### src/design/affine_sequence_hash_update_defines.svh
// ----------------------------------------------------------------------------
// Affine sequence hash update: assertion macros
// Shared concurrent assertion helpers, clocked on clk_i and quiet in reset.
// ----------------------------------------------------------------------------
`ifndef AFFINE_SEQUENCE_HASH_UPDATE_DEFINES_SVH
`define AFFINE_SEQUENCE_HASH_UPDATE_DEFINES_SVH

// Checks that a property holds at every rising edge outside reset.
`define ASHU_ASSERT(lbl, prop, msg) \
  lbl: assert property (@(posedge clk_i) disable iff (!rst_ni) (prop)) \
    else $error(msg);

// Checks that a consequent holds whenever its antecedent holds.
`define ASHU_ASSERT_IMPL(lbl, ante, cons, msg) \
  lbl: assert property (@(posedge clk_i) disable iff (!rst_ni) (ante) |-> (cons)) \
    else $error(msg);

`endif

### src/design/ashu_pkg.sv
// ----------------------------------------------------------------------------
// Affine sequence hash update: package
// Widths, mixer constants, command type and state encodings.
// ----------------------------------------------------------------------------
package ashu_pkg;

  // Lane and field geometry.
  localparam int unsigned LaneCount    = 8;
  localparam int unsigned DigestFields = 8;
  localparam int unsigned SymW         = 32;
  localparam int unsigned WordW        = 32;
  localparam int unsigned DigestW      = 2 * WordW;
  localparam int unsigned LaneW        = (LaneCount > 1) ? $clog2(LaneCount) : 1;

  // Mixer and per-lane seed constants.
  localparam logic [WordW-1:0] MixK1     = 32'h7feb352d;
  localparam logic [WordW-1:0] MixK2     = 32'h846ca68b;
  localparam logic [WordW-1:0] SeedStepM = 32'h9e3779b9;
  localparam logic [WordW-1:0] SeedStepD = 32'ha5a5a5a5;
  localparam int unsigned      MixShA    = 16;
  localparam int unsigned      MixShB    = 15;

  // Command queue geometry.
  localparam int unsigned QueueDepth = 2;
  localparam int unsigned QPtrW      = (QueueDepth > 1) ? $clog2(QueueDepth) : 1;
  localparam int unsigned QCntW      = $clog2(QueueDepth + 1);

  // One classified request as it travels from front to back.
  typedef struct packed {
    logic [SymW-1:0] symbol;
    logic            restart;
    logic            emit;
  } cmd_t;

  // Steps of one lane update on the shared multiplier.
  typedef enum logic [2:0] {
    StepMixM1,
    StepMixM2,
    StepMixD1,
    StepMixD2,
    StepProd,
    StepOff
  } step_e;

  // Back-end sequencer states.
  typedef enum logic [1:0] {
    BkIdle,
    BkRun,
    BkEmit
  } bk_state_e;

  // Xor of a word with itself shifted right.
  function automatic logic [WordW-1:0] xorshift(input logic [WordW-1:0] v,
                                                input int unsigned sh);
    xorshift = v ^ (v >> sh);
  endfunction

endpackage

### src/design/ashu_in_if.sv
// ----------------------------------------------------------------------------
// Affine sequence hash update: input channel
// Valid/ready channel carrying one symbol with its first and last marks.
// ----------------------------------------------------------------------------
interface ashu_in_if;
  import ashu_pkg::*;

  logic            valid;
  logic            ready;
  logic [SymW-1:0] symbol;
  logic            first;
  logic            last;

  modport source (output valid, output symbol, output first, output last, input ready);
  modport sink   (input valid, input symbol, input first, input last, output ready);
endinterface

### src/design/ashu_out_if.sv
// ----------------------------------------------------------------------------
// Affine sequence hash update: output channel
// Valid/ready channel carrying the eight lane digests.
// ----------------------------------------------------------------------------
interface ashu_out_if;
  import ashu_pkg::*;

  logic               valid;
  logic               ready;
  logic [DigestW-1:0] lane0_digest;
  logic [DigestW-1:0] lane1_digest;
  logic [DigestW-1:0] lane2_digest;
  logic [DigestW-1:0] lane3_digest;
  logic [DigestW-1:0] lane4_digest;
  logic [DigestW-1:0] lane5_digest;
  logic [DigestW-1:0] lane6_digest;
  logic [DigestW-1:0] lane7_digest;

  modport source (
    output valid, input ready,
    output lane0_digest, output lane1_digest, output lane2_digest, output lane3_digest,
    output lane4_digest, output lane5_digest, output lane6_digest, output lane7_digest
  );
  modport sink (
    input valid, output ready,
    input lane0_digest, input lane1_digest, input lane2_digest, input lane3_digest,
    input lane4_digest, input lane5_digest, input lane6_digest, input lane7_digest
  );
endinterface

### src/design/ashu_queue.sv
// ----------------------------------------------------------------------------
// Affine sequence hash update: command queue
// Short FIFO of classified requests between the front and the back end.
// ----------------------------------------------------------------------------
module ashu_queue (
  input  logic          clk_i,
  input  logic          rst_ni,
  input  logic          push_i,
  input  ashu_pkg::cmd_t push_cmd_i,
  output logic          full_o,
  output logic          valid_o,
  output ashu_pkg::cmd_t head_o,
  input  logic          pop_i
);
  import ashu_pkg::*;

  cmd_t             mem_q [QueueDepth];
  logic [QPtrW-1:0] wr_ptr_q, wr_ptr_d;
  logic [QPtrW-1:0] rd_ptr_q, rd_ptr_d;
  logic [QCntW-1:0] cnt_q, cnt_d;
  logic             do_push, do_pop;

  assign full_o  = (cnt_q == QCntW'(QueueDepth));
  assign valid_o = (cnt_q != '0);
  assign head_o  = mem_q[rd_ptr_q];
  assign do_push = push_i && !full_o;
  assign do_pop  = pop_i && valid_o;

  // Pointer and fill count updates.
  always_comb begin
    wr_ptr_d = wr_ptr_q;
    rd_ptr_d = rd_ptr_q;
    cnt_d    = cnt_q;
    if (do_push) begin
      wr_ptr_d = (wr_ptr_q == QPtrW'(QueueDepth - 1)) ? '0 : wr_ptr_q + 1'b1;
    end
    if (do_pop) begin
      rd_ptr_d = (rd_ptr_q == QPtrW'(QueueDepth - 1)) ? '0 : rd_ptr_q + 1'b1;
    end
    if (do_push && !do_pop) begin
      cnt_d = cnt_q + 1'b1;
    end else if (do_pop && !do_push) begin
      cnt_d = cnt_q - 1'b1;
    end
  end

  always_ff @(posedge clk_i or negedge rst_ni) begin
    if (!rst_ni) begin
      wr_ptr_q <= '0;
      rd_ptr_q <= '0;
      cnt_q    <= '0;
    end else begin
      wr_ptr_q <= wr_ptr_d;
      rd_ptr_q <= rd_ptr_d;
      cnt_q    <= cnt_d;
    end
  end

  // Entry storage.
  always_ff @(posedge clk_i) begin
    if (do_push) begin
      mem_q[wr_ptr_q] <= push_cmd_i;
    end
  end

endmodule

### src/design/ashu_front.sv
// ----------------------------------------------------------------------------
// Affine sequence hash update: front end
// Accepts input requests, classifies them into commands and feeds the queue.
// ----------------------------------------------------------------------------
module ashu_front (
  input  logic           clk_i,
  input  logic           rst_ni,
  ashu_in_if.sink        in_i,
  output logic           push_o,
  output ashu_pkg::cmd_t push_cmd_o,
  input  logic           full_i
);
  import ashu_pkg::*;

  logic slot_valid_q, slot_valid_d;
  cmd_t slot_q;
  logic accept;

  // The slot takes a new request when empty or when it drains this cycle.
  assign in_i.ready = !slot_valid_q || !full_i;
  assign accept     = in_i.valid && in_i.ready;
  assign push_o     = slot_valid_q;
  assign push_cmd_o = slot_q;

  always_comb begin
    slot_valid_d = slot_valid_q;
    if (accept) begin
      slot_valid_d = 1'b1;
    end else if (!full_i) begin
      slot_valid_d = 1'b0;
    end
  end

  always_ff @(posedge clk_i or negedge rst_ni) begin
    if (!rst_ni) begin
      slot_valid_q <= 1'b0;
    end else begin
      slot_valid_q <= slot_valid_d;
    end
  end

  // Classify the request: restart the lanes and/or emit the digest.
  always_ff @(posedge clk_i) begin
    if (accept) begin
      slot_q.symbol  <= in_i.symbol;
      slot_q.restart <= in_i.first;
      slot_q.emit    <= in_i.last;
    end
  end

endmodule

### src/design/ashu_back.sv
// ----------------------------------------------------------------------------
// Affine sequence hash update: back end
// Walks the lanes on one shared multiplier and registers the digest result.
// ----------------------------------------------------------------------------
`include "affine_sequence_hash_update_defines.svh"

module ashu_back (
  input  logic           clk_i,
  input  logic           rst_ni,
  input  logic           q_valid_i,
  input  ashu_pkg::cmd_t q_cmd_i,
  output logic           q_pop_o,
  ashu_out_if.source     out_o
);
  import ashu_pkg::*;

  bk_state_e        state_q, state_d;
  step_e            step_q, step_d;
  logic [LaneW-1:0] lane_q, lane_d;
  logic [WordW-1:0] seed_m_q, seed_m_d;
  logic [WordW-1:0] key_d_q, key_d_d;
  logic [WordW-1:0] acc_q, mult_q, off_q;
  logic [WordW-1:0] lane_p_q [LaneCount];
  logic [WordW-1:0] lane_o_q [LaneCount];
  logic [DigestW-1:0] dig_q [DigestFields];
  logic             out_valid_q, out_valid_d;

  logic             out_free, lane_done, item_done;
  logic             start, out_load;
  logic [WordW-1:0] mul_a, mul_b, mul_lo, mix_fin, p_old, o_old;

  assign out_free  = !out_valid_q || out_o.ready;
  assign lane_done = (state_q == BkRun) && (step_q == StepOff);
  assign item_done = lane_done && (lane_q == LaneW'(LaneCount - 1));

  // Next state.
  always_comb begin
    state_d = state_q;
    case (state_q)
      BkIdle: if (q_valid_i) state_d = BkRun;
      BkRun:  if (item_done) state_d = BkEmit;
      BkEmit: if (!q_cmd_i.emit || out_free) state_d = BkIdle;
      default: state_d = BkIdle;
    endcase
  end

  // Sequencer outputs.
  always_comb begin
    start    = 1'b0;
    q_pop_o  = 1'b0;
    out_load = 1'b0;
    case (state_q)
      BkIdle: start = q_valid_i;
      BkEmit: begin
        q_pop_o  = !q_cmd_i.emit || out_free;
        out_load = q_cmd_i.emit && out_free;
      end
      default: ;
    endcase
  end

  // Step, lane and seed counters.
  always_comb begin
    step_d   = step_q;
    lane_d   = lane_q;
    seed_m_d = seed_m_q;
    key_d_d  = key_d_q;
    if (start) begin
      step_d   = StepMixM1;
      lane_d   = '0;
      seed_m_d = q_cmd_i.symbol;
      key_d_d  = '0;
    end else if (state_q == BkRun) begin
      case (step_q)
        StepMixM1: step_d = StepMixM2;
        StepMixM2: step_d = StepMixD1;
        StepMixD1: step_d = StepMixD2;
        StepMixD2: step_d = StepProd;
        StepProd:  step_d = StepOff;
        default: begin
          step_d   = StepMixM1;
          lane_d   = item_done ? lane_q : lane_q + 1'b1;
          seed_m_d = seed_m_q + SeedStepM;
          key_d_d  = key_d_q + SeedStepD;
        end
      endcase
    end
  end

  always_ff @(posedge clk_i or negedge rst_ni) begin
    if (!rst_ni) begin
      state_q     <= BkIdle;
      step_q      <= StepMixM1;
      lane_q      <= '0;
      out_valid_q <= 1'b0;
    end else begin
      state_q     <= state_d;
      step_q      <= step_d;
      lane_q      <= lane_d;
      out_valid_q <= out_valid_d;
    end
  end

  always_ff @(posedge clk_i) begin
    seed_m_q <= seed_m_d;
    key_d_q  <= key_d_d;
  end

  // Old lane map, replaced by the identity map on a restart request.
  assign p_old   = q_cmd_i.restart ? WordW'(1) : lane_p_q[lane_q];
  assign o_old   = q_cmd_i.restart ? '0 : lane_o_q[lane_q];
  assign mix_fin = xorshift(acc_q, MixShA);

  // Operand selection for the shared 32x32 multiplier.
  always_comb begin
    mul_a = mult_q;
    mul_b = p_old;
    case (step_q)
      StepMixM1: begin
        mul_a = xorshift(seed_m_q, MixShA);
        mul_b = MixK1;
      end
      StepMixM2: begin
        mul_a = xorshift(acc_q, MixShB);
        mul_b = MixK2;
      end
      StepMixD1: begin
        mul_a = xorshift(q_cmd_i.symbol ^ key_d_q, MixShA);
        mul_b = MixK1;
      end
      StepMixD2: begin
        mul_a = xorshift(acc_q, MixShB);
        mul_b = MixK2;
      end
      StepProd: begin
        mul_a = mult_q;
        mul_b = p_old;
      end
      StepOff: begin
        mul_a = mult_q;
        mul_b = o_old;
      end
      default: ;
    endcase
  end

  assign mul_lo = WordW'(mul_a * mul_b);

  // Mixer intermediates: the odd multiplier and the lane offset.
  always_ff @(posedge clk_i) begin
    if (state_q == BkRun) begin
      acc_q <= mul_lo;
      if (step_q == StepMixD1) begin
        mult_q <= {mix_fin[WordW-2:0], 1'b1};
      end
      if (step_q == StepProd) begin
        off_q <= mix_fin;
      end
    end
  end

  // Lane maps: restart on a first request, then product and offset updates.
  always_ff @(posedge clk_i or negedge rst_ni) begin
    if (!rst_ni) begin
      for (int k = 0; k < LaneCount; k++) begin
        lane_p_q[k] <= WordW'(1);
        lane_o_q[k] <= '0;
      end
    end else if (state_q == BkRun) begin
      if (step_q == StepProd) begin
        lane_p_q[lane_q] <= mul_lo;
      end
      if (step_q == StepOff) begin
        lane_o_q[lane_q] <= mul_lo + off_q;
      end
    end
  end

  // Result register.
  always_comb begin
    out_valid_d = out_valid_q;
    if (out_load) begin
      out_valid_d = 1'b1;
    end else if (out_o.ready) begin
      out_valid_d = 1'b0;
    end
  end

  for (genvar g = 0; g < DigestFields; g++) begin : g_dig
    always_ff @(posedge clk_i) begin
      if (out_load) begin
        if (g < LaneCount) begin
          dig_q[g] <= {lane_p_q[g], lane_o_q[g]};
        end else begin
          dig_q[g] <= '0;
        end
      end
    end
  end

  assign out_o.valid        = out_valid_q;
  assign out_o.lane0_digest = dig_q[0];
  assign out_o.lane1_digest = dig_q[1];
  assign out_o.lane2_digest = dig_q[2];
  assign out_o.lane3_digest = dig_q[3];
  assign out_o.lane4_digest = dig_q[4];
  assign out_o.lane5_digest = dig_q[5];
  assign out_o.lane6_digest = dig_q[6];
  assign out_o.lane7_digest = dig_q[7];

  // The queue head must stay present while its lanes are being worked.
  `ASHU_ASSERT_IMPL(a_run_has_cmd, state_q != BkIdle, q_valid_i, "back end lost its command")
  // A new result appears only right after the finishing state.
  `ASHU_ASSERT_IMPL(a_rise_from_emit, $rose(out_valid_q), $past(state_q == BkEmit),
                    "result raised outside the finishing state")
  // The lane walk never runs past the last lane.
  `ASHU_ASSERT(a_lane_range, lane_q <= LaneW'(LaneCount - 1), "lane index out of range")
  // A queued command is retired only in the finishing state.
  `ASHU_ASSERT_IMPL(a_pop_when_done, q_pop_o, $past(item_done) || state_q == BkEmit,
                    "command retired before its lanes were done")

endmodule

### src/design/affine_sequence_hash_update.sv
// ----------------------------------------------------------------------------
// Affine sequence hash update: top level
// Eight-lane affine-map hash modulo 2^32 over a stream of 32-bit symbols.
// ----------------------------------------------------------------------------
// Usage:
//   in_i carries one symbol per request with first and last marks; a request
//   is taken at a rising edge with valid and ready high. A first request puts
//   every lane back to the identity map before its symbol is applied; a last
//   request produces one result on out_o holding all eight lane digests
//   (product in bits 63..32, offset in bits 31..0).
//   In the back end each request is issued, then every lane takes six passes
//   through the one shared 32x32 multiplier (two per mixer call, one for the
//   product, one for the offset), and a finishing state retires the request.
//   A front slot and a two-entry command queue keep taking requests while the
//   back end works, so up to two requests can wait behind the one in work.
//   Reset clears all lanes to the identity map and empties the queue.
//   A stalled receiver holds the result register; the back end keeps working
//   and waits only when another result is ready to be written.
// ----------------------------------------------------------------------------
module affine_sequence_hash_update (
  input  logic        clk_i,
  input  logic        rst_ni,
  ashu_in_if.sink     in_i,
  ashu_out_if.source  out_o
);
  import ashu_pkg::*;

  logic q_push, q_full, q_valid, q_pop;
  cmd_t q_push_cmd, q_head;

  // Request intake and classification.
  ashu_front u_front (
    .clk_i      (clk_i),
    .rst_ni     (rst_ni),
    .in_i       (in_i),
    .push_o     (q_push),
    .push_cmd_o (q_push_cmd),
    .full_i     (q_full)
  );

  // Decoupling queue.
  ashu_queue u_queue (
    .clk_i      (clk_i),
    .rst_ni     (rst_ni),
    .push_i     (q_push),
    .push_cmd_i (q_push_cmd),
    .full_o     (q_full),
    .valid_o    (q_valid),
    .head_o     (q_head),
    .pop_i      (q_pop)
  );

  // Lane update engine and result register.
  ashu_back u_back (
    .clk_i     (clk_i),
    .rst_ni    (rst_ni),
    .q_valid_i (q_valid),
    .q_cmd_i   (q_head),
    .q_pop_o   (q_pop),
    .out_o     (out_o)
  );

endmodule
### src/flat_wrapper.sv
// flat-port wrapper written by rule: the top's interface ports become plain ports
module affine_sequence_hash_update_flat import ashu_pkg::*;
  (clk_i, rst_ni, in_i_valid, in_i_symbol, in_i_first, in_i_last, in_i_ready, out_o_valid, out_o_ready, out_o_lane0_digest, out_o_lane1_digest, out_o_lane2_digest, out_o_lane3_digest, out_o_lane4_digest, out_o_lane5_digest, out_o_lane6_digest, out_o_lane7_digest);
  ashu_in_if in_i_i ();
  ashu_out_if out_o_i ();
  input  logic clk_i;
  input  logic rst_ni;
  input wire logic [$bits(in_i_i.valid)-1:0] in_i_valid;
  input wire logic [$bits(in_i_i.symbol)-1:0] in_i_symbol;
  input wire logic [$bits(in_i_i.first)-1:0] in_i_first;
  input wire logic [$bits(in_i_i.last)-1:0] in_i_last;
  output wire logic [$bits(in_i_i.ready)-1:0] in_i_ready;
  output wire logic [$bits(out_o_i.valid)-1:0] out_o_valid;
  input wire logic [$bits(out_o_i.ready)-1:0] out_o_ready;
  output wire logic [$bits(out_o_i.lane0_digest)-1:0] out_o_lane0_digest;
  output wire logic [$bits(out_o_i.lane1_digest)-1:0] out_o_lane1_digest;
  output wire logic [$bits(out_o_i.lane2_digest)-1:0] out_o_lane2_digest;
  output wire logic [$bits(out_o_i.lane3_digest)-1:0] out_o_lane3_digest;
  output wire logic [$bits(out_o_i.lane4_digest)-1:0] out_o_lane4_digest;
  output wire logic [$bits(out_o_i.lane5_digest)-1:0] out_o_lane5_digest;
  output wire logic [$bits(out_o_i.lane6_digest)-1:0] out_o_lane6_digest;
  output wire logic [$bits(out_o_i.lane7_digest)-1:0] out_o_lane7_digest;
  assign in_i_i.valid = in_i_valid;
  assign in_i_i.symbol = in_i_symbol;
  assign in_i_i.first = in_i_first;
  assign in_i_i.last = in_i_last;
  assign in_i_ready = in_i_i.ready;
  assign out_o_valid = out_o_i.valid;
  assign out_o_i.ready = out_o_ready;
  assign out_o_lane0_digest = out_o_i.lane0_digest;
  assign out_o_lane1_digest = out_o_i.lane1_digest;
  assign out_o_lane2_digest = out_o_i.lane2_digest;
  assign out_o_lane3_digest = out_o_i.lane3_digest;
  assign out_o_lane4_digest = out_o_i.lane4_digest;
  assign out_o_lane5_digest = out_o_i.lane5_digest;
  assign out_o_lane6_digest = out_o_i.lane6_digest;
  assign out_o_lane7_digest = out_o_i.lane7_digest;
  affine_sequence_hash_update u_core (.clk_i(clk_i), .rst_ni(rst_ni), .in_i(in_i_i), .out_o(out_o_i));
endmodule
### config.mk
export PLATFORM = sky130hd
export DESIGN_NAME = affine_sequence_hash_update_flat
export DESIGN_NICKNAME = d
export VERILOG_FILES = /design/src/design/ashu_pkg.sv /design/src/design/ashu_in_if.sv /design/src/design/ashu_out_if.sv /design/src/design/ashu_queue.sv /design/src/design/ashu_front.sv /design/src/design/ashu_back.sv /design/src/design/affine_sequence_hash_update.sv /design/src/flat_wrapper.sv
export VERILOG_INCLUDE_DIRS = /design/src /design/src/design
export SDC_FILE = /design/constraint.sdc
export NUM_CORES = 2
export LEC_CHECK = 0
export ABC_CLOCK_PERIOD_IN_PS = 36200
export BUFFER_PORTS_ARGS = -buffer_cell sky130_fd_sc_hd__buf_2
export CORE_ASPECT_RATIO = 1.4
export CORE_MARGIN = 2
export CORE_UTILIZATION = 43
export DETAILED_ROUTE_END_ITERATION = 8
export PLACE_DENSITY = 0.66
export SLEW_MARGIN = 10
export SYNTH_ARGS = -nofsm -noshare
export SYNTH_HDL_FRONTEND = slang
export SYNTH_SLANG_ARGS = --single-unit
export TNS_END_PERCENT = 20
### constraint.sdc
create_clock -name clk_i -period 36.2 [get_ports clk_i]
set_clock_uncertainty 0.1 [all_clocks]
set_input_delay 7.24 -clock clk_i [delete_from_list [all_inputs] [get_ports clk_i]]
set_output_delay 7.24 -clock clk_i [all_outputs]
set_load 0.005 [all_outputs]
# After elaboration in Yosys (flattened, before gate mapping)
# Memories as Yosys holds them, arrays and structs flattened.
# Index checks and enable logic that the tools add are counted.
# Widths: inputs -> output; s select.
# word_totals
mem_count	2
out_inout_bits	514
ff_bits	719
ramBits	580
elab_cells	144
in_bits	38
# mem_list
name	depth	width	rd	rd_ports_with_merged_regs	write_ports	line_no	text
u_core.u_back.dig_q	8	64	8	0	8	ashu_back.sv:25	logic [DigestW-1:0] dig_q [DigestFields];
u_core.u_queue.mem_q	2	34	1	0	1	ashu_queue.sv:17	cmd_t mem_q [QueueDepth];
# op_classes
n_bitwise	7
magnitude_cmp	2
reduce_logical	34
n_eq_ne	15
multipliers	1
addsub	8
mux	43
# ops
operator	count
$bwmux 256	2
$mux 32	10
$bmux 32 s3	2
$pmux 32 s3	2
$demux 32 s3	1
$xor 32x16->32	3
$add 32x32->32 const B	2
$add 32x32->32	1
$mul 32x32->32	1
$xor 32x17->32	1
$xor 32x32->32	1
$mux 3	6
$pmux 3 s5	1
$mux 1	13
$mux 2	5
$reduce_and 2->1	5
$eq 3x3->1 const B	3
$logic_and 1x1->1	9
$reduce_bool 2->1	4
$eq 3x2->1 const B	2
$logic_not 1->1	6
$ne 2x1->1 const B	3
$ne 2x2->1 const B	3
$pmux 2 s3	1
17 further kinds	23

# Depth between registers and ports, before layout
# depth
ltp_word	9
mapped_depth	49
ltp_nobuf	41

# Hierarchy
# From an unflattened synthesis, not the netlist that was laid out.
# hier_totals
cells_unflattened	5479
area_unflattened_um2	68182.9
# modules_own_cells
mod	n_inst	cells_per_inst	area_per_inst_um2	seq_area_each_um2
ashu_back	1	5316	64309.2	32876.5
ashu_queue	1	125	2805.2	2142.1
ashu_front	1	38	1068.5	1046.0

# Least setup slack after synthesis
# Ideal clock, no wire load.
# synth_path
kind	input to register
from	input out_o_ready
to	memory u_core.u_back.dig_q[0][0] (netlist name) (enable)
arrival_ps	19014
stages	2
n_path_buf	0
slack_ps	16139
setup_ps	947
required_ps	35153
cell_sequence	nand2b_1 and3_1
# synth_rtl
element	line_no	text
from (decl)	flat_wrapper.sv:14	input wire logic [$bits(out_o_i.ready)-1:0] out_o_ready;
to (decl)	ashu_back.sv:25	

# Worst setup path in the final report
# layout_path
from	register u_core.u_back.lane_q[2]
to	register u_core.u_back.lane_o_q[91] (netlist name)
# layout_via
elab_chain_cells	9
word_cells_on_any_way	18
classes_between	1 x add/sub; 1 x mul; 2 x order compare; 12 x mux; 1 x bitwise; 1 x reduce/logical
# layout_lines
element	line_no	text
from (decl)	ashu_back.sv:19	logic [LaneW-1:0] lane_q, lane_d;
from (signal assigned)	ashu_back.sv:99	lane_q <= lane_d;
$not 3->4 (implied by the code) *	ashu_back.sv:110, ashu_back.sv:111	
$bmux 32 s3, on equally long branches	ashu_back.sv:110, ashu_back.sv:111	
$mux 32, on equally long branches (3 in a row)	ashu_back.sv:110, ashu_back.sv:111	
$pmux 32 s3 *	ashu_back.sv:118	case (step_q)
$mul 32x32->32 *	ashu_back.sv:147	assign mul_lo = WordW'(mul_a * mul_b);
net u_core.u_back.mul_lo[14]	ashu_back.sv:30	logic [WordW-1:0] mul_a, mul_b, mul_lo, mix_fin, p_old, o_old;
$add 32x32->32 *	ashu_back.sv:174	lane_o_q[lane_q] <= mul_lo + off_q;
$bwmux 256 *	ashu_back.sv:174	
to (signal, indexed assignment)	ashu_back.sv:174	
to (decl)	ashu_back.sv:24	logic [WordW-1:0] lane_o_q [LaneCount];
# Mark *: on every way through the listed nets, which the timed path passes. The rest lies on a longest branch. The select of a mux whose other input is x is not followed.
# A chain may end at the register's enable or synchronous reset.

==> impl_metrics.tcl <==
set metrics [dict create \
    peakVddDrop_uv 44.8 \
    die_area_sq_um 161000 \
    maxSlewHeadroom 0.0525 \
    ys_seq_area_frac 0.531 \
    synth-async-reset-ratio 0.405 \
    cts-root-buf "clkbuf_16" \
    cts.clk_slew.worst_paths_ns 0.07 \
    io_pins 552 \
    gp_congestion 0.987 \
    synth_compound_area_frac 0.0736 \
    placed_cells 8100 \
    drtPass1Iterations 6 \
    drc_errors 0 \
    grt_pass1_vias 47900 \
    muxShareOfSynthArea 0.0698 \
    power-per-cell-area_nw_per_um2 49.3 \
    tightestPinTransition_ns 1.42 \
    power_leakage_nw 33.7 \
    overflow 0 \
    hp-class "reg2reg" \
    synth_cell_types 98 \
    synth_xor_xnor_area_share 0.0343 \
    regArea_sq_um 36100 \
    synth-adder-area-share 0.150 \
    hold_viol 0 \
    rsz0062_at_grt "false" \
    vias 47900 \
    layout_min_cycle_time_ns 14.81 \
    worstSkewPairLatency_ns 0.79 \
    synth_simple_gate_area_frac 0.0940 \
    start_util 0.433 \
    htreeDepth 3 \
    area_growth_pct 13.9 \
    dpl.hpwl_um 179000 \
    post-synth-top-count-cell "nand2_1" \
    drv_cap 0 \
    grt_usage 0.297 \
    cts_buffers 112 \
    antenna_found_initial 28 \
    ctsResizeCount 0 \
    p_int_mw 2.71 \
    avgSynthCellArea_sq_um 12.2 \
    clock_power_share 0.330 \
    fillCellCount 13900 \
    period_share 0.409 \
    drt_iter0_drc 5178 \
    multiInputGateArea_sq_um 29000 \
    synthCells 5592 \
    fin_nets 6736 \
    wl_per_cell_um 28.8 \
    portBuffers 551 \
    crit_top_cell "inv_1" \
    cts_setup_buffers 0 \
    syn_nets 6200 \
    rows 172 \
    swShare 0.291 \
    setup_viol 0 \
    cts.sinks 1299 \
    utilization 0.493 \
    slowest_delay_ns 0.88 \
    power_frac_seq 0.549 \
    grt_max_degree 170 \
    synth_area_sq_um 68000 \
    path_max_fanout 58 \
    antenna_left 0 \
    status "finished clean" \
    grt_pass1_wl_um 342000 \
    ys.flop_type "edfxtp_1" \
    synth_top_family_by_area "adder cells" \
    post_drt_via_cell_ratio 5.75 \
    yosysWarnings 0 \
    max_freq_mhz 67.5 \
    wl_um 240000 \
    die_w_um 340 \
    final.setup.tns_ns 0 \
    crit_arrival_ns 15.32 \
    setup_ws_ns 21.39 \
    dp_slack_ns 21.90 \
    core_area_sq_um 157000 \
    hold_buffers 0 \
    die_h_um 474 \
    crit_type "reg2reg" \
    synth.largest_area_cell "edfxtp_1" \
    slowest_stage "o41ai_1" \
    synth_edf_count 741 \
    synth_common_cells "nand2_1 (891), edfxtp_1 (741), inv_1 (531), dfrtp_1 (518), fa_1 (409)" \
    netSwitchingPower_mw 1.11 \
    synth_area_leaders "edfxtp_1 (33%), dfrtp_1 (19%), fa_1 (12%), nand2_1 (4.9%), mux2_2 (3.3%)" \
    combPwrFrac 0.120 \
    cp-end-kind "flop" \
    drv_slew 0 \
    ys_ff_latch 1299 \
    final_cell_count_no_fill 8331 \
    cts_buffer_depth 3 \
    required_ns 36.71 \
    cts_tree "built" \
    drive_above_1_share 0.198 \
    critPathLaunchType "flop" \
    synth_top_area_share 0.327 \
]
-- layer usage --
layer	vias to the layer above	GRT usage	share of wire
met2	2898	0.481	0.47
met1	24100	0.352	0.35
met3	841	0.0593	0.089
met4	28	0.220	0.087
met5	-	0	0.00083
li1	20100	-	-
-- worst max-delay path, delay by kind of cell, from the launching register on --
kind | cells | cell delay (ns)
AO/OA/AOI/OAI | 10 | 3.80
AND/OR/NAND/NOR | 3 | 0.63
buffers and inverters | 11 | 2.94
flip-flops | 1 | 0.81
XOR/XNOR | 2 | 1.35
adder cells (fa/ha/maj) | 10 | 4.17
multiplexers | 2 | 0.64
-- placed cells by master, fill, tap and decap left out, drive strengths merged, types with 12 or more instances in the layout --
cell	n
nand2	891
edfxtp	741
buf	687
inv	542
dfrtp	518
fa	409
o21ai	372
nor2	317
mux2	213
ha	161
xnor2	140
clkbuf	132
a21oi	129
mux2i	101
xor2	95
nand2b	63
mux4	59
a221oi	51
clkinv	44
and2	41
nor2b	39
dfxtp	32
a21o	32
nand3	32
a22oi	28
nor3	28
and3	25
or3	20
a221o	18
clkinvlp	18
a211oi	16
o21a	16
o21bai	16
diode	15
a31oi	14
bufinv	12
nor3b	12
o211ai	12
-- per-stage QoR --
stage / power (mW) / area (sq um) / hold slack (ns)
3_3_place_gp: 2.54 / 73500 / 0.325
3_5_place_dp: 2.57 / 73500 / 0.331
5_1_grt: 3.94 / 77400 / 0.326
4_1_cts: 3.81 / 77300 / 0.308
6_report: 3.81 / 77400 / 0.329
2_1_floorplan: 2.28 / 68000 / 0.321
-- power groups by stage --
stage / registers [mW] / logic, mW / clock network, mW
floorplan: 1.97 / 0.308 / 0
global placement: 2.10 / 0.439 / 0
detailed placement: 2.12 / 0.451 / 0
CTS: 2.09 / 0.455 / 1.27
global route: 2.11 / 0.501 / 1.33
finish: 2.10 / 0.459 / 1.26
-- final timing paths --
| check | startpoint | to | cells past startpoint | slack [ns] |
|---|---|---|---|---|
| worst max-delay path | u_core.u_back.lane_q[2] | u_core.u_back.lane_o_q[91] | 38 | 21.39 |
| worst min-delay path | u_core.u_back.lane_p_q[163] | u_core.u_back.dig_q[0][163] | 0 | 0.33 |
| worst max register to register | u_core.u_back.lane_q[2] | u_core.u_back.lane_o_q[91] | 38 | 21.39 |
| worst min register to register | u_core.u_back.lane_p_q[163] | u_core.u_back.dig_q[0][163] | 0 | 0.33 |
| max in group asynchronous | rst_ni | u_core.u_back.lane_p_q[90] | 4 | 26.24 |
| min in group asynchronous | rst_ni | u_core.u_back.lane_o_q[106] | 1 | 6.46 |
-- sequential cells by signal (all words and copies together), names as in the netlist --
signal	cells
u_core.u_back.acc_q	32
u_core.u_back.dig_q	512
u_core.u_back.key_d_q	32
u_core.u_back.lane_o_q	256
u_core.u_back.lane_p_q	256
u_core.u_back.lane_q	3
u_core.u_back.mult_q	31
u_core.u_back.off_q	32
u_core.u_back.out_o.valid	1
u_core.u_back.seed_m_q	32
u_core.u_back.state_q	2
u_core.u_back.step_q	3
u_core.u_front.push_cmd_o	34
u_core.u_front.push_o	1
u_core.u_queue.cnt_q	2
u_core.u_queue.mem_q	68
u_core.u_queue.rd_ptr_q	1
u_core.u_queue.wr_ptr_q	1
-- layout make-up --
type | instances | share of cell area
timing repair buffer | 687 | 0.0495
sequential | 1299 | 0.466
antenna | 15 | 0.000485
tap | 2088 | 0.0338
multi-input combinational | 3494 | 0.374
clock inverter | 82 | 0.0120
inverter | 534 | 0.0259
clock buffer | 132 | 0.0378
-- cell families (layout without fill, tap and decap cells) --
logic type                 count (synthesis)  count (layout)
AOI/OAI and AO/OA                        799             799
xor gates and xnor gates                 246             246
adders and majority gates                570             570
buffers and inverters                    799            1435
DFF                                     1299            1299
muxes                                    373             373
other                                      0              15
and+or+nand+nor                         1506            1506
No activity file was read; power rests on OpenSTA's default activity.
